$ cat config.mk
export PLATFORM = sky130hd
export DESIGN_NAME = sexpr_lexer_stream_top
export DESIGN_NICKNAME = d
export VERILOG_FILES = /design/src/rtl/core/sexl_pkg.sv /design/src/rtl/core/sexl_front.sv /design/src/rtl/core/sexl_back.sv /design/src/rtl/core/sexl_resq.sv /design/src/rtl/core/sexpr_lexer_stream_top.sv
export SDC_FILE = /design/constraint.sdc
export NUM_CORES = 1
export LEC_CHECK = 0
export BUFFER_PORTS_ARGS = -buffer_cell sky130_fd_sc_hd__buf_2
export CAP_MARGIN = 20
export CORE_MARGIN = 2
export CORE_UTILIZATION = 45
export DETAILED_ROUTE_END_ITERATION = 16
export GPL_ROUTABILITY_DRIVEN = 0
export SETUP_SLACK_MARGIN = 0.15
export SLEW_MARGIN = 40
export SYNTH_ARGS = -nofsm -noshare
export SYNTH_HDL_FRONTEND = slang
export SYNTH_HIERARCHICAL = 1
export SYNTH_SLANG_ARGS = --single-unit
$ cat constraint.sdc
create_clock -name i_clk -period 4.2 [get_ports i_clk]
set_input_delay 0.21 -clock i_clk [delete_from_list [all_inputs] [get_ports i_clk]]
set_output_delay 0.21 -clock i_clk [all_outputs]
set_load 0.02 [all_outputs]
$ cat src/rtl/core/sexl_pkg.sv
`timescale 1ns / 1ps
// ----------------------------------------------------------------------------
// sexl_pkg
// Shared types and constants of the S-expression lexer.
// ----------------------------------------------------------------------------
package sexl_pkg;

    localparam logic [2:0] K_OPEN  = 3'd0;
    localparam logic [2:0] K_CLOSE = 3'd1;
    localparam logic [2:0] K_NUM   = 3'd2;
    localparam logic [2:0] K_STR   = 3'd3;
    localparam logic [2:0] K_SYM   = 3'd4;
    localparam logic [2:0] K_BOOL  = 3'd5;
    localparam logic [2:0] K_ERR   = 3'd6;

    localparam logic [7:0] C_LPAREN = 8'h28;
    localparam logic [7:0] C_RPAREN = 8'h29;
    localparam logic [7:0] C_QUOTE  = 8'h22;
    localparam logic [7:0] C_BSLASH = 8'h5C;
    localparam logic [7:0] C_LC_N   = 8'h6E;
    localparam logic [7:0] C_LC_T   = 8'h74;
    localparam logic [7:0] C_MINUS  = 8'h2D;
    localparam logic [7:0] C_DOT    = 8'h2E;
    localparam logic [7:0] C_HASH   = 8'h23;
    localparam logic [7:0] C_LC_F   = 8'h66;
    localparam logic [7:0] C_SPACE  = 8'h20;
    localparam logic [7:0] C_TAB    = 8'h09;
    localparam logic [7:0] C_NL     = 8'h0A;

    localparam int RESQ_DEPTH = 4;
    localparam int RESQ_AW    = $clog2(RESQ_DEPTH);
    localparam int RESQ_CW    = $clog2(RESQ_DEPTH + 1);

    typedef struct packed {
        logic       cmd;
        logic [7:0] ch;
    } t_sexl_item;

    typedef struct packed {
        logic [2:0] token_kind;
        logic [7:0] text_char;
        logic       token_last;
        logic       empty_token;
    } t_sexl_res;

    typedef struct packed {
        logic is_digit;
        logic is_sym;
        logic is_sep;
    } t_sexl_cls;

    typedef struct packed {
        logic       cmd;
        logic [7:0] ch;
        t_sexl_cls  cls;
    } t_sexl_req;

    typedef struct packed {
        logic [1:0] cnt;
        t_sexl_res  r0;
        t_sexl_res  r1;
    } t_sexl_wr;

    function automatic t_sexl_cls classify(input logic [7:0] c);
        t_sexl_cls k;
        k.is_digit = (c >= 8'h30) && (c <= 8'h39);
        k.is_sym   = (c >= 8'h21) && (c <= 8'h7E) && (c != C_LPAREN)
                     && (c != C_RPAREN) && (c != C_QUOTE);
        k.is_sep   = (c == C_SPACE) || (c == C_TAB) || (c == C_NL);
        return k;
    endfunction

endpackage

$ cat src/rtl/core/sexl_front.sv
`timescale 1ns / 1ps
// ----------------------------------------------------------------------------
// sexl_front
// Accepts source requests, classifies the byte and queues them for the lexer.
// ----------------------------------------------------------------------------
module sexl_front import sexl_pkg::*; (
    input  logic       i_clk,
    input  logic       i_rst_n,
    input  logic       push,
    input  t_sexl_item i_item,
    output logic       full,
    output logic       o_req_valid,
    output t_sexl_req  o_req,
    input  logic       i_req_take
);

    t_sexl_req  r_q [2];
    logic       r_wp;
    logic       r_rp;
    logic [1:0] r_cnt;
    logic       wr_en;
    logic       rd_en;
    t_sexl_req  req_in;

    assign full        = (r_cnt == 2'd2);
    assign o_req_valid = (r_cnt != 2'd0);
    assign o_req       = r_q[r_rp];
    assign wr_en       = push && !full;
    assign rd_en       = i_req_take && o_req_valid;

    always_comb begin
        req_in.cmd = i_item.cmd;
        req_in.ch  = i_item.ch;
        req_in.cls = classify(i_item.ch);
    end

    always_ff @(posedge i_clk) begin
        if (!i_rst_n) begin
            r_wp  <= 1'b0;
            r_rp  <= 1'b0;
            r_cnt <= 2'd0;
        end else begin
            if (wr_en) begin
                r_wp <= ~r_wp;
            end
            if (rd_en) begin
                r_rp <= ~r_rp;
            end
            r_cnt <= r_cnt + {1'b0, wr_en} - {1'b0, rd_en};
        end
    end

    always_ff @(posedge i_clk) begin
        if (wr_en) begin
            r_q[r_wp] <= req_in;
        end
    end

endmodule

$ cat src/rtl/core/sexl_back.sv
`timescale 1ns / 1ps
// ----------------------------------------------------------------------------
// sexl_back
// Lexer state machine: consumes classified requests, emits up to two results.
// ----------------------------------------------------------------------------
module sexl_back import sexl_pkg::*; (
    input  logic      i_clk,
    input  logic      i_rst_n,
    input  logic      i_req_valid,
    input  t_sexl_req i_req,
    output logic      o_req_take,
    input  logic      i_room,
    output t_sexl_wr  o_wr
);

    localparam logic [3:0] M_IDLE  = 4'd0;
    localparam logic [3:0] M_MINUS = 4'd1;
    localparam logic [3:0] M_HASH  = 4'd2;
    localparam logic [3:0] M_INT   = 4'd3;
    localparam logic [3:0] M_FRAC  = 4'd4;
    localparam logic [3:0] M_SYM   = 4'd5;
    localparam logic [3:0] M_STR   = 4'd6;
    localparam logic [3:0] M_ESC   = 4'd7;
    localparam logic [3:0] M_HALT  = 4'd8;

    logic [3:0] r_mode;
    logic [7:0] r_hc;
    logic       r_hv;
    logic [3:0] n_mode;
    logic [7:0] n_hc;
    logic       n_hv;

    logic       take;
    logic [7:0] c;
    logic [7:0] esc_c;
    logic       do_idle;
    t_sexl_res  ra;
    t_sexl_res  rb;
    logic       a_v;
    logic       b_v;

    assign take       = i_req_valid && i_room;
    assign o_req_take = take;
    assign c          = i_req.ch;

    always_comb begin
        n_mode  = r_mode;
        n_hc    = r_hc;
        n_hv    = r_hv;
        do_idle = 1'b0;
        a_v     = 1'b0;
        b_v     = 1'b0;
        ra      = '{token_kind: K_SYM, text_char: r_hc, token_last: 1'b0, empty_token: 1'b0};
        rb      = '{token_kind: K_ERR, text_char: c, token_last: 1'b1, empty_token: 1'b0};
        esc_c   = c;
        if (c == C_LC_N) begin
            esc_c = C_NL;
        end else if (c == C_LC_T) begin
            esc_c = C_TAB;
        end

        if (i_req.cmd) begin
            unique case (r_mode)
                M_MINUS, M_HASH, M_SYM: begin
                    a_v           = r_hv;
                    ra.token_last = 1'b1;
                end
                M_INT, M_FRAC: begin
                    a_v           = r_hv;
                    ra.token_kind = K_NUM;
                    ra.token_last = 1'b1;
                end
                M_STR: begin
                    a_v           = 1'b1;
                    ra.token_kind = K_STR;
                    ra.token_last = 1'b1;
                    if (!r_hv) begin
                        ra.text_char   = 8'h00;
                        ra.empty_token = 1'b1;
                    end
                end
                M_ESC: begin
                    a_v           = r_hv;
                    ra.token_kind = K_STR;
                    b_v           = 1'b1;
                    rb.token_kind = K_STR;
                    rb.text_char  = C_BSLASH;
                end
                M_HALT: begin
                end
                default: begin
                end
            endcase
            if (r_mode != M_HALT) begin
                n_mode = M_IDLE;
                n_hc   = 8'h00;
                n_hv   = 1'b0;
            end
        end else begin
            unique case (r_mode)
                M_IDLE: begin
                    do_idle = 1'b1;
                end
                M_MINUS, M_HASH, M_SYM: begin
                    if (r_mode == M_MINUS && i_req.cls.is_digit) begin
                        n_mode        = M_INT;
                        a_v           = r_hv;
                        ra.token_kind = K_NUM;
                        n_hc          = c;
                        n_hv          = 1'b1;
                    end else if (r_mode == M_HASH && (c == C_LC_T || c == C_LC_F)) begin
                        b_v           = 1'b1;
                        rb.token_kind = K_BOOL;
                        n_mode        = M_IDLE;
                        n_hc          = 8'h00;
                        n_hv          = 1'b0;
                    end else if (i_req.cls.is_sym) begin
                        n_mode = M_SYM;
                        a_v    = r_hv;
                        n_hc   = c;
                        n_hv   = 1'b1;
                    end else begin
                        a_v           = r_hv;
                        ra.token_last = 1'b1;
                        n_mode        = M_IDLE;
                        n_hc          = 8'h00;
                        n_hv          = 1'b0;
                        do_idle       = 1'b1;
                    end
                end
                M_INT, M_FRAC: begin
                    ra.token_kind = K_NUM;
                    a_v           = r_hv;
                    if (i_req.cls.is_digit) begin
                        n_hc = c;
                        n_hv = 1'b1;
                    end else if (r_mode == M_INT && c == C_DOT) begin
                        n_mode = M_FRAC;
                        n_hc   = c;
                        n_hv   = 1'b1;
                    end else begin
                        ra.token_last = 1'b1;
                        n_mode        = M_IDLE;
                        n_hc          = 8'h00;
                        n_hv          = 1'b0;
                        do_idle       = 1'b1;
                    end
                end
                M_STR: begin
                    ra.token_kind = K_STR;
                    if (c == C_BSLASH) begin
                        n_mode = M_ESC;
                    end else if (c == C_QUOTE) begin
                        a_v           = 1'b1;
                        ra.token_last = 1'b1;
                        if (!r_hv) begin
                            ra.text_char   = 8'h00;
                            ra.empty_token = 1'b1;
                        end
                        n_mode = M_IDLE;
                        n_hc   = 8'h00;
                        n_hv   = 1'b0;
                    end else begin
                        a_v  = r_hv;
                        n_hc = c;
                        n_hv = 1'b1;
                    end
                end
                M_ESC: begin
                    ra.token_kind = K_STR;
                    a_v           = r_hv;
                    n_mode        = M_STR;
                    n_hc          = esc_c;
                    n_hv          = 1'b1;
                end
                M_HALT: begin
                end
                default: begin
                end
            endcase
        end

        if (do_idle) begin
            priority if (i_req.cls.is_sep) begin
            end else if (c == C_LPAREN) begin
                b_v           = 1'b1;
                rb.token_kind = K_OPEN;
            end else if (c == C_RPAREN) begin
                b_v           = 1'b1;
                rb.token_kind = K_CLOSE;
            end else if (c == C_MINUS) begin
                n_mode = M_MINUS;
                n_hc   = c;
                n_hv   = 1'b1;
            end else if (c == C_HASH) begin
                n_mode = M_HASH;
                n_hc   = c;
                n_hv   = 1'b1;
            end else if (i_req.cls.is_digit) begin
                n_mode = M_INT;
                n_hc   = c;
                n_hv   = 1'b1;
            end else if (c == C_QUOTE) begin
                n_mode = M_STR;
                n_hc   = 8'h00;
                n_hv   = 1'b0;
            end else if (i_req.cls.is_sym) begin
                n_mode = M_SYM;
                n_hc   = c;
                n_hv   = 1'b1;
            end else begin
                b_v    = 1'b1;
                n_mode = M_HALT;
                n_hc   = 8'h00;
                n_hv   = 1'b0;
            end
        end

        o_wr.cnt = take ? ({1'b0, a_v} + {1'b0, b_v}) : 2'd0;
        o_wr.r0  = a_v ? ra : rb;
        o_wr.r1  = rb;
    end

    always_ff @(posedge i_clk) begin
        if (!i_rst_n) begin
            r_mode <= M_IDLE;
            r_hc   <= 8'h00;
            r_hv   <= 1'b0;
        end else if (take) begin
            r_mode <= n_mode;
            r_hc   <= n_hc;
            r_hv   <= n_hv;
        end
    end

    a_halt_sticky: assert property (@(posedge i_clk) disable iff (!i_rst_n)
        (r_mode == M_HALT) |=> (r_mode == M_HALT))
        else $error("halt state left without reset");

    a_halt_silent: assert property (@(posedge i_clk) disable iff (!i_rst_n)
        (r_mode == M_HALT) |-> (o_wr.cnt == 2'd0))
        else $error("result produced while halted");

    a_held_in_token: assert property (@(posedge i_clk) disable iff (!i_rst_n)
        r_hv |-> (r_mode != M_IDLE && r_mode != M_HALT))
        else $error("held character outside a token");

endmodule

$ cat src/rtl/core/sexl_resq.sv
`timescale 1ns / 1ps
// ----------------------------------------------------------------------------
// sexl_resq
// Result queue: takes up to two results per cycle, delivers one per pop.
// ----------------------------------------------------------------------------
module sexl_resq import sexl_pkg::*; (
    input  logic      i_clk,
    input  logic      i_rst_n,
    input  t_sexl_wr  i_wr,
    output logic      o_room,
    output logic      empty,
    input  logic      pop,
    output t_sexl_res o_res
);

    t_sexl_res            r_mem [RESQ_DEPTH];
    logic [RESQ_AW-1:0]   r_wp;
    logic [RESQ_AW-1:0]   r_rp;
    logic [RESQ_CW-1:0]   r_cnt;
    logic                 rd_en;
    logic [RESQ_AW-1:0]   wp_nx;

    assign empty  = (r_cnt == '0);
    assign o_room = (r_cnt <= RESQ_CW'(RESQ_DEPTH - 2));
    assign o_res  = r_mem[r_rp];
    assign rd_en  = pop && !empty;
    assign wp_nx  = r_wp + RESQ_AW'(1);

    always_ff @(posedge i_clk) begin
        if (!i_rst_n) begin
            r_wp  <= '0;
            r_rp  <= '0;
            r_cnt <= '0;
        end else begin
            r_wp  <= r_wp + RESQ_AW'(i_wr.cnt);
            r_rp  <= r_rp + RESQ_AW'(rd_en);
            r_cnt <= r_cnt + RESQ_CW'(i_wr.cnt) - RESQ_CW'(rd_en);
        end
    end

    always_ff @(posedge i_clk) begin
        if (i_wr.cnt != 2'd0) begin
            r_mem[r_wp] <= i_wr.r0;
        end
        if (i_wr.cnt == 2'd2) begin
            r_mem[wp_nx] <= i_wr.r1;
        end
    end

    a_cnt_bound: assert property (@(posedge i_clk) disable iff (!i_rst_n)
        r_cnt <= RESQ_CW'(RESQ_DEPTH))
        else $error("result queue overflow");

    a_write_room: assert property (@(posedge i_clk) disable iff (!i_rst_n)
        (i_wr.cnt != 2'd0) |-> o_room)
        else $error("result written without room");

endmodule

$ cat src/rtl/core/sexpr_lexer_stream_top.sv
`timescale 1ns / 1ps
// ----------------------------------------------------------------------------
// sexpr_lexer_stream_top
// Streaming S-expression lexer, one source byte per request.
// ----------------------------------------------------------------------------
// Source bytes (or an end-of-text request) enter through a two-entry request
// queue that also classifies each byte; the lexer state machine takes one
// request per cycle while two result slots are free and writes its zero, one
// or two token-character results into a four-entry result queue. A request is
// accepted every cycle while results are drained; its results are registered
// into the result queue. The result port delivers one result per cycle while
// pop is high, so requests that yield two results (a token closed by a
// parenthesis or a bad byte, or a pending escape at end of text) take two pops,
// and the state machine waits whenever fewer than two result slots are free.
module sexpr_lexer_stream_top import sexl_pkg::*; (
    input  logic       i_clk,
    input  logic       i_rst_n,
    input  logic       push,
    input  t_sexl_item i_item,
    output logic       full,
    output logic       empty,
    input  logic       pop,
    output t_sexl_res  o_res
);

    logic      req_valid;
    t_sexl_req req;
    logic      req_take;
    logic      room;
    t_sexl_wr  wr;

    sexl_front u_front (
        .i_clk       (i_clk),
        .i_rst_n     (i_rst_n),
        .push        (push),
        .i_item      (i_item),
        .full        (full),
        .o_req_valid (req_valid),
        .o_req       (req),
        .i_req_take  (req_take)
    );

    sexl_back u_back (
        .i_clk       (i_clk),
        .i_rst_n     (i_rst_n),
        .i_req_valid (req_valid),
        .i_req       (req),
        .o_req_take  (req_take),
        .i_room      (room),
        .o_wr        (wr)
    );

    sexl_resq u_resq (
        .i_clk   (i_clk),
        .i_rst_n (i_rst_n),
        .i_wr    (wr),
        .o_room  (room),
        .empty   (empty),
        .pop     (pop),
        .o_res   (o_res)
    );

endmodule
======== Word-level counts from Yosys, hierarchy flattened ========
Memories as Yosys holds them, arrays and structs flattened. A register that Yosys moved wholly into a read port is not among the register bits.
Index checks and enable logic that the tools add are counted.
cells by class
  $add $sub $neg .......................... 8
  multipliers ............................. 0
  divide/modulo/power cells ............... 0
  magnitude comparators ................... 5
  equal/unequal tests ..................... 26
  shift operators ......................... 0
  muxes and demuxes ....................... 120
  bitwise logic cells ..................... 2
  reduce and logical (&&, ||, !) cells .... 27
operator list
  operator            number
  $mux 8              23
  $mux 4              16
  $eq 8x6->1 const B  7
  $mux 1              54
  $eq 8x7->1 const B  4
  $pmux 8 s4          1
  $mux 3              10
  $mux 13             2
  $ne 8x6->1 const B  3
  $mux 10             2
  $eq 4x3->1 const B  4
  $eq 8x4->1 const B  2
  $ge 8x6->1 const B  2
  $pmux 4 s4          1
  $logic_and 1x1->1   12
  $reduce_or 6->1     2
  $mux 11             1
  $pmux 1 s3          3
  $pmux 3 s3          1
  $eq 4x2->1 const B  2
  $le 8x6->1 const B  1
  $le 8x7->1 const B  1
  $mux 2              3
  $pmux 3 s2          1
  other kinds (21)    30
word-level totals
  bits in registers ....................... 24
  latch bits .............................. 0
  bits in writable memories ............... 76
  bits in read-only memories .............. 0
  logic and storage cells ................. 199
  memories kept ........................... 2
memory list
  name          words  bits a word  rd ports  clocked after memory_dff  write ports  line              RTL
  u_resq.r_mem  4      13           1         1                         2            sexl_resq.sv:16   t_sexl_res r_mem [RESQ_DEPTH];
  u_front.r_q   2      12           1         1                         1            sexl_front.sv:17  t_sexl_req r_q [2];

======== Logic depth before layout (Yosys ltp) ========
Gate-level depths: netlist (run 1).
  depth in word-level cells ............... 21
  mapped depth ............................ 19
  depth with buffers taken out ............ 15

======== Modules after synthesis ========
Netlist (run 1), hierarchy kept.
modules (own cells, without submodules)
  module      times used  cells an instance  area an instance (um^2)  seq. area each (um^2)
  sexl_resq   1           171                2995.4                   1701.6
  sexl_back   1           318                2087.0                   260.2
  sexl_front  1           80                 1196.1                   820.8

======== Worst setup path before layout (run 1) ========
No wires, ideal clock.
  path kind ............................... reg2reg
  start point ............................. register (tool-made name)
  end point ............................... memory u_resq/r_mem[0][0] in the netlist's numbering (enable)
  library setup time ...................... 404 ps
  arrival time ............................ 4154 ps
  data required time ...................... 3796 ps
  setup slack ............................. -358 ps
  stages on the path, launching flop included .. 14
  buffers on the path ..................... 3
  cell sequence ........................... dfxtp_1 buf_2 mux2_1 clkbuf_1 nor3b_1 nand4_1 and2_1 o311ai_2 buf_4 inv_1 ha_1 and3_1 nor2_1 o31ai_1
RTL lines
  element        line
  end, declared  sexl_resq.sv:16

==> results of run 1 <==
synth_stat cells, types with 9 or more instances:
master	count
sky130_fd_sc_hd__a31oi_1	9
sky130_fd_sc_hd__inv_1	25
sky130_fd_sc_hd__nor2_1	36
sky130_fd_sc_hd__nor3_1	9
sky130_fd_sc_hd__buf_2	13
sky130_fd_sc_hd__nand2_1	44
sky130_fd_sc_hd__dfxtp_1	25
sky130_fd_sc_hd__a21oi_1	17
sky130_fd_sc_hd__mux2_2	46
sky130_fd_sc_hd__mux2_1	19
sky130_fd_sc_hd__edfxtp_1	76
sky130_fd_sc_hd__o21ai_0	24
sky130_fd_sc_hd__and2_1	11
sky130_fd_sc_hd__mux4_2	13
sky130_fd_sc_hd__mux2i_1	14
sky130_fd_sc_hd__nand3_1	14
sky130_fd_sc_hd__nand2b_1	9
sky130_fd_sc_hd__clkbuf_1	17
stage by stage:
step                      hold slack [ns]   util  setup WS (ns)  total power (uW)
after floorplan                     0.309      -          0.173              2720
final                              0.0387  0.514          0.316              4120
after global placement              0.406  0.492          0.292              3220
after CTS                          0.0276  0.514          0.188              4120
after detailed placement            0.403  0.492          0.220              3250
after global routing               0.0409  0.514          0.159              4370
cells in the final DEF, fill, tap and decap left out, drive strengths merged, types with 4 or more instances in the layout:
cell / instances
a21o: 6
dfxtp: 25
edfxtp: 76
o311ai: 5
clkbuf: 10
mux2: 65
o31ai: 7
nor3: 9
buf: 62
or2: 7
a31oi: 9
nand3: 14
nor4b: 4
o211ai: 6
ha: 6
nor2b: 7
inv: 28
nor3b: 7
and3: 7
nand2b: 10
and2: 11
mux4: 13
nand2: 44
o21ai: 27
a21oi: 17
mux2i: 14
o22ai: 5
nor2: 36
or3b: 4
timing repair:
item	in CTS	in global routing
hold endpoints to repair	0	0
setup endpoints to repair	0	63
resized for setup	0	3
layout make-up:
| class | instances | area [um2] |
|---|---|---|
| Sequential cell | 101 | 2790 |
| Fill cell | 1264 | 6690 |
| Inverter | 27 | 101 |
| Tap cell | 180 | 225 |
| Clock inverter | 6 | 72.6 |
| Timing Repair Buffer | 62 | 448 |
| Multi-Input combinational cell | 403 | 3220 |
| Clock buffer | 10 | 229 |
worst max-delay path: stages (launching register included):
cell and delay [ns]:
sky130_fd_sc_hd__dfxtp_2 0.44, sky130_fd_sc_hd__mux2_2 0.42, sky130_fd_sc_hd__and4bb_2 0.39, sky130_fd_sc_hd__a31oi_1 0.16, sky130_fd_sc_hd__a21o_2 0.27, sky130_fd_sc_hd__nor2_1 0.17
sky130_fd_sc_hd__a21oi_1 0.06, sky130_fd_sc_hd__or2_1 0.22, sky130_fd_sc_hd__ha_1 0.28, sky130_fd_sc_hd__and3_2 0.27, sky130_fd_sc_hd__buf_4 0.17, sky130_fd_sc_hd__nor4b_4 0.26
sky130_fd_sc_hd__buf_12 0.19, sky130_fd_sc_hd__mux2_2 0.34
path summary, 6_finish.rpt:
check | from | to | slack [ns] | cells after the start
worst max-delay path | flop | u_resq/r_mem[1][10]$_DFFE_PP_ | 0.32 | 13
worst max register to register | flop | u_resq/r_mem[1][10]$_DFFE_PP_ | 0.32 | 13
worst min-delay path | i_item[8] | u_front/r_q[1][11]$_DFFE_PP_ | 0.04 | 1
worst min register to register | u_back/r_hc[2]$_SDFFE_PN0P_ | u_back/r_hc[2]$_SDFFE_PN0P_ | 0.49 | 2
power by group:
group / switching (uW) / internal (uW) / total (uW) / leakage (uW)
sequential: 147 / 1260 / 1410 / 0.000899
combinational: 1060 / 795 / 1850 / 0.00161
clock: 391 / 468 / 858 / 0.000137
state kept, by name, summed over array words and instances, names as in the netlist, named ones only:
signal and cells:
u_back/r_hc 8, u_back/r_hv 1, u_back/r_mode 4, u_front/r_cnt 2
u_front/r_q 24, u_front/r_rp 1, u_front/r_wp 1, u_resq/r_cnt 3
u_resq/r_mem 52, u_resq/r_rp 2, u_resq/r_wp 2
routing by layer:
layer / vias to the layer above / track usage / routed length, um
li1: 2213 / - / -
met1: 2301 / 0.283 / 6570
met2: 181 / 0.363 / 7410
met3: 45 / 0.0403 / 885
met4: 0 / 0.0948 / 537
met5: - / 0 / 0
cells by family (layout without fill, tap and decap cells):
kind of cell / after synthesis / in the layout / share of synthesized area
xor gates and xnor gates: 6 / 6 / 0.0128
other: 2 / 2 / 0.00120
and+or+nand+nor: 180 / 180 / 0.161
muxes: 92 / 92 / 0.186
DFF: 101 / 101 / 0.443
adders and majority gates: 8 / 8 / 0.0167
buffers and inverters: 65 / 105 / 0.0480
AOI/OAI and AO/OA: 115 / 115 / 0.132
==> insert_results.sql, run 1 <==
INSERT INTO impl_metrics (metric_group, metric, value, unit) VALUES
('outcome', 'outcome', 'completed', ''),
('synth', 'post_synthesis_async_set_or_reset_flop_share', '0', ''),
('sta', 'fin_tns_setup', '0', 'ns'),
('sta', 'hold_viol_final', '0', ''),
('worst_setup_path', 'data_required_time_of_the_critical_path', '4.31', 'ns'),
('floorplan', 'num_rows', '43', ''),
('global_routing', 'overflow', '0', ''),
('pwr', 'pwr_density_cell', '582', 'nW/um2'),
('worst_hold_path', 'hold_class', 'primary input to flop', ''),
('synth', 'avgSynthCellArea', '11.0', 'um2'),
('sta', 'layout_min_cycle_time', '3.88', 'ns'),
('sta', 'max_slew.worst_pin.slew', '0.741', 'ns'),
('sta', 'setup_viol', '0', ''),
('placed_design', 'buffer_ports.inserted', '27', ''),
('floorplan', 'pin_count', '28', ''),
('clock_network', 'root_buffer', 'sky130_fd_sc_hd__clkbuf_16', ''),
('placed_design', 'dpl_cell_area', '6780', 'um2'),
('synth', 'postSynthRegisterBits', '101', ''),
('pwr', 'power.leakage', '0.00264', 'uW'),
('pwr', 'vdd.ir_drop.worst', '0.264', 'mV'),
('sta', 'timing.clock.skew', '0.0102', 'ns'),
('floorplan', 'design.core.area', '13800', 'um2'),
('sta', 'rsz0062_at_grt', 'false', ''),
('clock_network', 'clock_latency', '0.36', 'ns'),
('drt', 'route.antenna.remaining_nets', '0', ''),
('layout', 'instances_no_fill', '789', ''),
('layout', 'diodes', '0', ''),
('clock_network', 'cts-htree-levels', '3', ''),
('worst_setup_path', 'start_kind', 'flop', ''),
('drt', 'drt_first_pass_iters', '5', ''),
('global_routing', 'maximum_number_of_pins_on_one_net_before_global_route_repair', '30', ''),
('synth', 'primary_flip_flop_cell_chosen_by_synthesis_mapping', 'sky130_fd_sc_hd__edfxtp_1', ''),
('synth', 'synth_edf_count', '76', ''),
('synth', 'netlist-cell-type-count', '84', ''),
('drt', 'drt_first_iter_violations', '558', ''),
('placed_design', 'place_inst', '773', ''),
('drt', 'route.final.wire_length', '15400', 'um'),
('drt', 'vias', '4740', ''),
('synth', 'netlist.area_leader.share', '0.363', ''),
('worst_setup_path', 'critical_path_arrival', '3.99', 'ns'),
('synth', 'synth_sequential_area_ratio', '0.443', ''),
('global_routing', 'via_count_of_the_first_global_routing_pass', '4686', ''),
('clock_network', 'cts_made_buffers', '9', ''),
('global_routing', 'grt_usage', '0.220', ''),
('floorplan', 'initial_utilization', '0.456', ''),
('sta', 'timing.max_slew.rel_slack', '0.505', ''),
('clock_network', 'cts_setup_buffers', '0', ''),
('layout', 'final_net_count', '624', ''),
('job', 'drv.max_cap_violation_count', '0', ''),
('synth', 'yosysWarnings', '6', ''),
('clock_network', 'cts_hold_buf', '0', ''),
('sta', 'max_freq', '0.257', 'GHz'),
('clock_network', 'cts_sink_count', '101', ''),
('sta', 'layout_worst_path_cycle_share', '0.925', ''),
('synth', 'synthTopCellsByArea', 'sky130_fd_sc_hd__edfxtp_1, sky130_fd_sc_hd__mux2_2, sky130_fd_sc_hd__dfxtp_1', ''),
('synth', 'synth.cell_area', '6280', 'um2'),
('worst_setup_path', 'timing.critical_path.fanout_max', '13', ''),
('layout', 'postLayoutCellArea', '7080', 'um2'),
('synth', 'yosys.area.top_type', 'sky130_fd_sc_hd__edfxtp_1', ''),
('global_routing', 'grt_antenna_before_repair', '0', ''),
('floorplan', 'chipWidth', '122', 'um'),
('clock_network', 'clock_tree.buffer_depth', '2', ''),
('global_routing', 'grt_pass1_wl', '25100', 'um'),
('synth', 'syn-instance-count', '569', ''),
('drt', 'avgRoutedWirePerCell', '19.5', 'um'),
('sta', 'number_of_pins_with_negative_max_slew_slack_in_the_final_report', '0', ''),
('drt', 'detail_route.vias_per_cell', '6.01', ''),
('drt', 'route.detailed.drc', '0', ''),
('synth', 'syn-num-nets', '589', ''),
('layout', 'area.growth.synth_to_final', '12.8', '%'),
('clock_network', 'clock_tree_from_tritoncts', 'done', ''),
('worst_setup_path', 'critical_path_start_end_classification', 'flop to flop', ''),
('floorplan', 'dieArea', '14900', 'um2'),
('placed_design', 'detailed_place_hpwl', '11100', 'um'),
('clock_network', 'clkSlewWorstSetupHoldPaths', '0.07', 'ns'),
('worst_setup_path', 'critPathCaptureType', 'flop', ''),
('floorplan', 'die_height', '122', 'um'),
('layout', 'drive_above_1_share', '0.282', '');
(Power assumes the default switching activity.)
==> run 2, diff against run 1 <==
Settings changed: CTS_BUF_LIST set to sky130_fd_sc_hd__clkbuf_16, SYNTH_HIERARCHICAL 1 to unset.
==> insert_results.sql, run 2 <==
INSERT INTO impl_metrics (metric_group, metric, value, unit) VALUES
('pwr', 'p_seq_frac', '0.322', ''),
('synth', 'primary_flip_flop_cell_chosen_by_synthesis_mapping', 'sky130_fd_sc_hd__edfxtp_1', ''),
('sta', 'timing.max_slew.rel_slack', '0.494', ''),
('worst_setup_path', 'worst_path_dominant_cell_family', 'simple AND/OR/NAND/NOR gates', ''),
('sta', 'timing.clock.skew', '0.00928', 'ns'),
('clock_network', 'clock_tree_from_tritoncts', 'done', ''),
('global_routing', 'grt_met3_use', '0.0465', ''),
('sta', 'fin_tns_setup', '0', 'ns'),
('synth', 'syn-num-nets', '592', ''),
('layout', 'largest_register_ffs', '52', ''),
('sta', 'post-route-worst-setup-slack', '0.310', 'ns'),
('layout', 'layout_commonest_cell', 'sky130_fd_sc_hd__edfxtp_1', ''),
('worst_setup_path', 'data_required_time_of_the_critical_path', '4.38', 'ns'),
('global_routing', 'global_route.usage.met2', '0.355', ''),
('synth', 'synth_edf_count', '68', ''),
('synth', 'synth.cell_area', '5930', 'um2'),
('sta', 'max_slew.worst_pin.slew', '0.758', 'ns'),
('drt', 'route.final.wire_length', '16300', 'um'),
('pwr', 'power.leakage', '0.00237', 'uW'),
('global_routing', 'grt_pass1_wl', '25500', 'um'),
('clock_network', 'cts-htree-levels', '3', ''),
('synth', 'yosysWarnings', '0', ''),
('synth', 'netlist.area_leader.share', '0.344', ''),
('clock_network', 'cts_sink_count', '101', ''),
('synth', 'yosys.area.top_type', 'sky130_fd_sc_hd__edfxtp_1', ''),
('drt', 'route.antenna.remaining_nets', '0', ''),
('worst_setup_path', 'critPathCaptureType', 'flop', ''),
('sta', 'layout_min_cycle_time', '3.89', 'ns'),
('sta', 'layout_worst_path_cycle_share', '0.926', ''),
('global_routing', 'maximum_number_of_pins_on_one_net_before_global_route_repair', '22', ''),
('floorplan', 'die_height', '119', 'um'),
('pwr', 'internal_power', '2520', 'uW'),
('floorplan', 'dieArea', '14100', 'um2'),
('clock_network', 'clock_latency', '0.35', 'ns'),
('drt', 'vias', '5062', ''),
('layout', 'layout_common_cells', 'sky130_fd_sc_hd__edfxtp_1, sky130_fd_sc_hd__nand2_1, sky130_fd_sc_hd__nor2_1', ''),
('worst_setup_path', 'critical_path_start_end_classification', 'flop to flop', ''),
('drt', 'avgRoutedWirePerCell', '20.8', 'um'),
('placed_design', 'detailed_place_hpwl', '11700', 'um'),
('clock_network', 'cts_hold_buf', '0', ''),
('pwr', 'pwr_density_cell', '648', 'nW/um2'),
('sta', 'rsz0062_at_grt', 'true', ''),
('pwr', 'share_comb_of_total_power', '0.481', ''),
('synth', 'syn-instance-count', '570', ''),
('clock_network', 'clock_tree.buffer_depth', '2', ''),
('layout', 'area.growth.synth_to_final', '13.1', '%'),
('worst_setup_path', 'worst_path_max_delay_cell', 'sky130_fd_sc_hd__or3b_2', ''),
('global_routing', 'globalRouteMet1Util', '0.315', ''),
('floorplan', 'initial_utilization', '0.466', ''),
('floorplan', 'num_rows', '41', ''),
('job', 'drv.max_cap_violation_count', '0', ''),
('synth', 'netlist-cell-type-count', '78', ''),
('sta', 'setup_viol', '0', ''),
('floorplan', 'chipWidth', '119', 'um'),
('drt', 'detail_route.vias_per_cell', '6.43', ''),
('global_routing', 'overflow', '0', ''),
('pwr', 'p_clk_frac', '0.197', ''),
('synth', 'synth_sequential_area_ratio', '0.456', ''),
('drt', 'drt_first_pass_iters', '6', ''),
('placed_design', 'buffer_ports.inserted', '27', ''),
('clock_network', 'clkSlewWorstSetupHoldPaths', '0.07', 'ns'),
('layout', 'registers.top_by_ff_count', 'u_resq.r_mem', ''),
('worst_hold_path', 'hold_class', 'primary input to flop', ''),
('worst_setup_path', 'critical_path_arrival', '4.06', 'ns'),
('outcome', 'outcome', 'completed', ''),
('worst_setup_path', 'timing.critical_path.fanout_max', '17', ''),
('global_routing', 'via_count_of_the_first_global_routing_pass', '4708', ''),
('sta', 'hold_viol_final', '0', ''),
('global_routing', 'grt_usage', '0.231', ''),
('layout', 'drive_above_1_share', '0.216', ''),
('worst_setup_path', 'largest_stage_delay_on_the_critical_path', '0.52', 'ns'),
('pwr', 'switching_share', '0.421', ''),
('clock_network', 'cts_made_buffers', '9', ''),
('global_routing', 'grt_antenna_before_repair', '0', ''),
('drt', 'route.detailed.drc', '0', ''),
('sta', 'max_freq', '0.257', 'GHz'),
('global_routing', 'top_usage_layer', 'met2', ''),
('clock_network', 'root_buffer', 'sky130_fd_sc_hd__clkbuf_16', ''),
('placed_design', 'post_place_worst_slack', '0.191', 'ns'),
('layout', 'layout_top_registers', 'u_resq.r_mem: 52 flops, u_front.r_q: 24 flops, u_back.r_hc: 8 flops', ''),
('synth', 'netlist_top_cells_count', 'sky130_fd_sc_hd__edfxtp_1, sky130_fd_sc_hd__nand2_1, sky130_fd_sc_hd__nor2_1', ''),
('worst_setup_path', 'worst-path-buf-inv', '3', ''),
('drt', 'drt_first_iter_violations', '631', ''),
('floorplan', 'design.core.area', '12700', 'um2'),
('pwr', 'power_switching', '1830', 'uW'),
('pwr', 'vdd.ir_drop.worst', '0.328', 'mV'),
('synth', 'synthTopCellsByArea', 'sky130_fd_sc_hd__edfxtp_1, sky130_fd_sc_hd__dfxtp_1, sky130_fd_sc_hd__mux4_2', ''),
('synth', 'avgSynthCellArea', '10.4', 'um2'),
('floorplan', 'pin_count', '28', ''),
('layout', 'final_net_count', '632', ''),
('sta', 'number_of_pins_with_negative_max_slew_slack_in_the_final_report', '0', ''),
('synth', 'most_common_cell_in_the_synthesized_netlist', 'sky130_fd_sc_hd__edfxtp_1', ''),
('layout', 'diodes', '0', ''),
('synth', 'postSynthRegisterBits', '101', ''),
('synth', 'post_synthesis_async_set_or_reset_flop_share', '0', ''),
('worst_setup_path', 'worstPathCellList', 'buf_6, or3b_2, a222oi_1, buf_4, a21bo_2, o211ai_1, and2_1, o21ai_0, nand2_1, ha_1, and2_1, nand2b_1, nand3_1, buf_4, o21a_4, o22ai_1', ''),
('worst_setup_path', 'start_kind', 'flop', '');
## run 2: changes by cell type after synthesis, moves of 7 or more
cell | before | now
sky130_fd_sc_hd__a21oi_1 | 17 | 28
sky130_fd_sc_hd__dfxtp_1 | 25 | 33
sky130_fd_sc_hd__o32ai_2 | 0 | 8
sky130_fd_sc_hd__buf_2 | 13 | 6
sky130_fd_sc_hd__nand3_1 | 14 | 21
sky130_fd_sc_hd__mux2_2 | 46 | 16
sky130_fd_sc_hd__o22ai_1 | 4 | 33
sky130_fd_sc_hd__mux2_1 | 19 | 1
sky130_fd_sc_hd__edfxtp_1 | 76 | 68
sky130_fd_sc_hd__nand2_1 | 44 | 55
sky130_fd_sc_hd__inv_1 | 25 | 13
## run 2: power groups by stage
stage               registers (uW)  logic (uW)  clock network [uW]
detailed placement            1420        2030                   0
CTS                           1400        2040                 861
global route                  1420        2250                 900
global placement              1410        2030                   0
floorplan                     1330        1500                   0
finish                        1400        2090                 856
## run 2: layout make-up
cell class                 count  area [um2]
clock buffer                   9         225
clock inverter                 7        71.3
fill                        1184        6010
inverter                      15        56.3
multi-input combinational    422        3040
sequential                   101        2700
tap                          172         215
timing repair buffer          61         394
## run 2: path summary, 6_finish.rpt
kind                                   startpoint  slack, ns  cells past startpoint                         endpoint
setup reg to reg                             flop       0.31                     16    u_resq.r_mem[1][12]$_DFFE_PP_
setup / recovery                             flop       0.31                     16    u_resq.r_mem[1][12]$_DFFE_PP_
hold / removal                          i_item[8]       0.05                      1     u_front.r_q[0][11]$_DFFE_PP_
hold reg to reg   u_resq.r_mem[2][0]$_SDFFE_PP0P_       0.48                      2  u_resq.r_mem[2][0]$_SDFFE_PP0P_
## run 2: logic make-up (layout without fill, tap and decap cells)
kind of cell / after synthesis / count (layout) / synth area share
adders and majority gates: 10 / 10 / 0.0219
xor gates and xnor gates: 11 / 11 / 0.0162
buffers and inverters: 47 / 92 / 0.0348
AOI/OAI and AO/OA: 165 / 165 / 0.199
and+or+nand+nor: 194 / 194 / 0.170
muxes: 42 / 42 / 0.103
DFF: 101 / 101 / 0.456
## run 2: metal layers
metal | wire [um] | share of wire | up-vias
li1 | - | - | 2314
met1 | 6960 | 0.43 | 2434
met2 | 7520 | 0.46 | 264
met3 | 1250 | 0.077 | 50
met4 | 607 | 0.037 | 0
met5 | 0 | 0 | -
## run 2: repair_timing
| action | CTS | global route |
|---|---|---|
| buffers inserted | 0 | 1 |
| setup endpoints to repair | 0 | 69 |
| endpoints found under the hold margin | 0 | 0 |
| resized for setup | 0 | 5 |
## run 2: metrics by stage
stage / hold WS (ns) / utilization / total power (uW) / cell area, um2 / cells
6_report: 0.0510 / 0.527 / 4340 / 6710 / 787
5_1_grt: 0.0430 / 0.527 / 4570 / 6710 / 787
4_1_cts: 0.0471 / 0.525 / 4300 / 6680 / 786
3_5_place_dp: 0.408 / 0.502 / 3450 / 6380 / 770
3_3_place_gp: 0.398 / 0.501 / 3440 / 6380 / 770
2_1_floorplan: 0.309 / - / 2830 / 5930 / 570
## run 2: worst reg2reg max path: stages, from the launching register on
cell and delay [ns]:
sky130_fd_sc_hd__dfxtp_1 0.33, sky130_fd_sc_hd__buf_6 0.15, sky130_fd_sc_hd__or3b_2 0.52, sky130_fd_sc_hd__a222oi_1 0.33
sky130_fd_sc_hd__buf_4 0.18, sky130_fd_sc_hd__a21bo_2 0.14, sky130_fd_sc_hd__o211ai_1 0.11, sky130_fd_sc_hd__and2_1 0.23
sky130_fd_sc_hd__o21ai_0 0.11, sky130_fd_sc_hd__nand2_1 0.09, sky130_fd_sc_hd__ha_1 0.34, sky130_fd_sc_hd__and2_1 0.20
sky130_fd_sc_hd__nand2b_1 0.22, sky130_fd_sc_hd__nand3_1 0.14, sky130_fd_sc_hd__buf_4 0.26, sky130_fd_sc_hd__o21a_4 0.23
sky130_fd_sc_hd__o22ai_1 0.16
==> run 3, diff against run 2 <==
Settings changed: PLACE_DENSITY set to 0.61.
==> insert_results.sql, run 3 (synthesized netlist as in run 2, its figures left out) <==
INSERT INTO impl_metrics (metric_group, metric, value, unit) VALUES
('layout', 'final_net_count', '627', ''),
('worst_setup_path', 'critical_path_start_end_classification', 'flop to flop', ''),
('layout', 'area.growth.synth_to_final', '13.2', '%'),
('clock_network', 'cts-htree-levels', '3', ''),
('layout', 'largest_register_ffs', '52', ''),
('worst_setup_path', 'start_kind', 'flop', ''),
('placed_design', 'buffer_ports.inserted', '27', ''),
('drt', 'route.detailed.drc', '0', ''),
('worst_setup_path', 'internal_reg_to_reg_setup_slack', '0.39', 'ns'),
('drt', 'vias', '4966', ''),
('worst_setup_path', 'critPathCaptureType', 'flop', ''),
('drt', 'route.antenna.remaining_nets', '0', ''),
('layout', 'layout_commonest_cell', 'sky130_fd_sc_hd__edfxtp_1', ''),
('layout', 'registers.top_by_ff_count', 'u_resq.r_mem', ''),
('worst_hold_path', 'hold_class', 'primary input to flop', ''),
('worst_setup_path', 'worst_path_max_delay_cell', 'sky130_fd_sc_hd__or3b_2', ''),
('worst_setup_path', 'r2r_end', 'u_resq.r_mem[3][12]$_DFFE_PP_', ''),
('pwr', 'vdd.ir_drop.worst', '0.292', 'mV'),
('global_routing', 'maximum_number_of_pins_on_one_net_before_global_route_repair', '38', ''),
('sta', 'timing.max_slew.rel_slack', '0.436', ''),
('worst_setup_path', 'largest_stage_delay_on_the_critical_path', '0.52', 'ns'),
('floorplan', 'pin_count', '28', ''),
('worst_setup_path', 'data_required_time_of_the_critical_path', '4.29', 'ns'),
('clock_network', 'clock_tree_from_tritoncts', 'done', ''),
('clock_network', 'clock_tree.buffer_depth', '2', ''),
('clock_network', 'root_buffer', 'sky130_fd_sc_hd__clkbuf_16', ''),
('sta', 'timing.clock.skew', '0.0127', 'ns'),
('layout', 'instances_no_fill', '782', ''),
('sta', 'setup_viol', '0', ''),
('layout', 'layout_common_cells', 'sky130_fd_sc_hd__edfxtp_1, sky130_fd_sc_hd__nand2_1, sky130_fd_sc_hd__nor2_1', ''),
('global_routing', 'overflow', '0', ''),
('pwr', 'pwr_density_cell', '654', 'nW/um2'),
('global_routing', 'grt_pass1_wl', '26000', 'um'),
('drt', 'detail_route.vias_per_cell', '6.35', ''),
('floorplan', 'num_rows', '41', ''),
('clock_network', 'clkSlewWorstSetupHoldPaths', '0.08', 'ns'),
('floorplan', 'initial_utilization', '0.466', ''),
('placed_design', 'place_inst', '764', ''),
('pwr', 'power.leakage', '0.00235', 'uW'),
('sta', 'fin_tns_setup', '0', 'ns'),
('drt', 'avgRoutedWirePerCell', '21.3', 'um'),
('sta', 'layout_min_cycle_time', '3.81', 'ns'),
('placed_design', 'detailed_place_hpwl', '11800', 'um'),
('floorplan', 'chipWidth', '119', 'um'),
('placed_design', 'dpl_cell_area', '6350', 'um2'),
('layout', 'diodes', '0', ''),
('sta', 'max_slew.worst_pin.slew', '0.846', 'ns'),
('floorplan', 'design.core.area', '12700', 'um2'),
('sta', 'hold_viol_final', '0', ''),
('drt', 'drt_first_pass_iters', '6', ''),
('sta', 'layout_worst_path_cycle_share', '0.907', ''),
('floorplan', 'dieArea', '14100', 'um2'),
('job', 'drv.max_cap_violation_count', '0', ''),
('sta', 'max_freq', '0.263', 'GHz'),
('layout', 'layout_top_registers', 'u_resq.r_mem: 52 flops, u_front.r_q: 24 flops, u_back.r_hc: 8 flops', ''),
('layout', 'postLayoutCellArea', '6720', 'um2'),
('worst_hold_path', 'worst_hold_path.num_cells', '1', ''),
('sta', 'number_of_pins_with_negative_max_slew_slack_in_the_final_report', '0', ''),
('clock_network', 'cts_made_buffers', '9', ''),
('drt', 'route.final.wire_length', '16700', 'um'),
('global_routing', 'grt_usage', '0.240', ''),
('global_routing', 'via_count_of_the_first_global_routing_pass', '4716', ''),
('drt', 'drt_first_iter_violations', '675', ''),
('worst_setup_path', 'timing.critical_path.fanout_max', '18', ''),
('sta', 'rsz0062_at_grt', 'false', ''),
('floorplan', 'die_height', '119', 'um'),
('layout', 'drive_above_1_share', '0.215', ''),
('worst_setup_path', 'critical_path_arrival', '3.90', 'ns'),
('worst_setup_path', 'timing.reg2reg.worst_path_depth', '15', ''),
('clock_network', 'cts_sink_count', '101', ''),
('worst_hold_path', 'hold_start', 'i_item[8]', ''),
('clock_network', 'clock_latency', '0.37', 'ns'),
('worst_hold_path', 'whs_endpoint', 'u_front.r_q[0][11]$_DFFE_PP_', ''),
('sta', 'whs', '0.0519', 'ns'),
('worst_setup_path', 'worstPathCellList', 'clkbuf_16, or3b_2, a222oi_1, a21bo_2, o211ai_1, and2_1, o21ai_1, nand2_1, ha_1, and2_1, nand2b_2, nand2_1, o32a_1, buf_4, o32ai_1', ''),
('global_routing', 'grt_antenna_before_repair', '0', ''),
('outcome', 'outcome', 'completed', ''),
('clock_network', 'cts_hold_buf', '0', '');
## run 3: stage by stage
stage           util  worst slack (ns)  power (uW)
6_report       0.528             0.392        4400
5_1_grt        0.528             0.155        4650
4_1_cts        0.524             0.219        4340
3_5_place_dp   0.499             0.264        3450
3_3_place_gp   0.499             0.315        3430
2_1_floorplan      -             0.191        2830
## run 3: per-layer routing
metal,vias to the layer above,wire length (um),track usage,share of wire
met5,-,0,0,0
met1,2407,6990,0.309,0.42
li1,2308,-,-,-
met3,42,989,0.0407,0.059
met4,0,582,0.111,0.035
met2,209,8110,0.395,0.49
## run 3: repair_timing
| action | 4_1_cts | 5_1_grt |
|---|---|---|
| endpoints found under the setup margin | 0 | 74 |
| setup buffers | 0 | 1 |
| resized for setup | 0 | 6 |
## run 3: layout make-up
cell class / instances / area (um2)
fill: 1174 / 6010
multi-input combinational: 422 / 3040
sequential: 101 / 2710
timing repair buffer: 56 / 383
clock buffer: 9 / 225
tap: 172 / 215
clock inverter: 7 / 92.6
inverter: 15 / 56.3
## run 3: where the power goes
part | internal [uW] | switching (uW) | total (uW)
clock network | 483 | 414 | 898
registers | 1230 | 175 | 1400
logic | 818 | 1280 | 2090
total | 2530 | 1860 | 4400
## run 3: how the worst max path moves through the flow
| stage | startpoint | endpoint | depth (start not counted) | slack (ns) |
|---|---|---|---|---|
| 6_report | flop | u_resq.r_mem[3][12]$_DFFE_PP_ | 15 | 0.39 |
| 5_1_grt | flop | u_resq.r_mem[3][12]$_DFFE_PP_ | 15 | 0.15 |
| 4_1_cts | u_back.r_mode[3]$_SDFFE_PN0P_ | u_resq.r_mem[0][12]$_DFFE_PP_ | 13 | 0.22 |
| 3_5_place_dp | u_back.r_mode[3]$_SDFFE_PN0P_ | u_resq.r_mem[0][11]$_DFFE_PP_ | 13 | 0.26 |
| 3_3_place_gp | u_back.r_mode[3]$_SDFFE_PN0P_ | u_resq.r_mem[0][10]$_DFFE_PP_ | 13 | 0.32 |
| 2_1_floorplan | u_back.r_mode[1]$_SDFFE_PN0P_ | u_resq.r_mem[3][10]$_DFFE_PP_ | 11 | 0.19 |
## run 3: worst max-delay path: cells and delay by family (launching register included)
| kind | cells | cell delay, ns |
|---|---|---|
| AND/OR/NAND/NOR | 6 | 1.29 |
| buffers and inverters | 2 | 0.42 |
| flip-flops | 1 | 0.36 |
| adder cells (fa/ha/maj) | 1 | 0.33 |
| AO/OA/AOI/OAI | 6 | 1.14 |
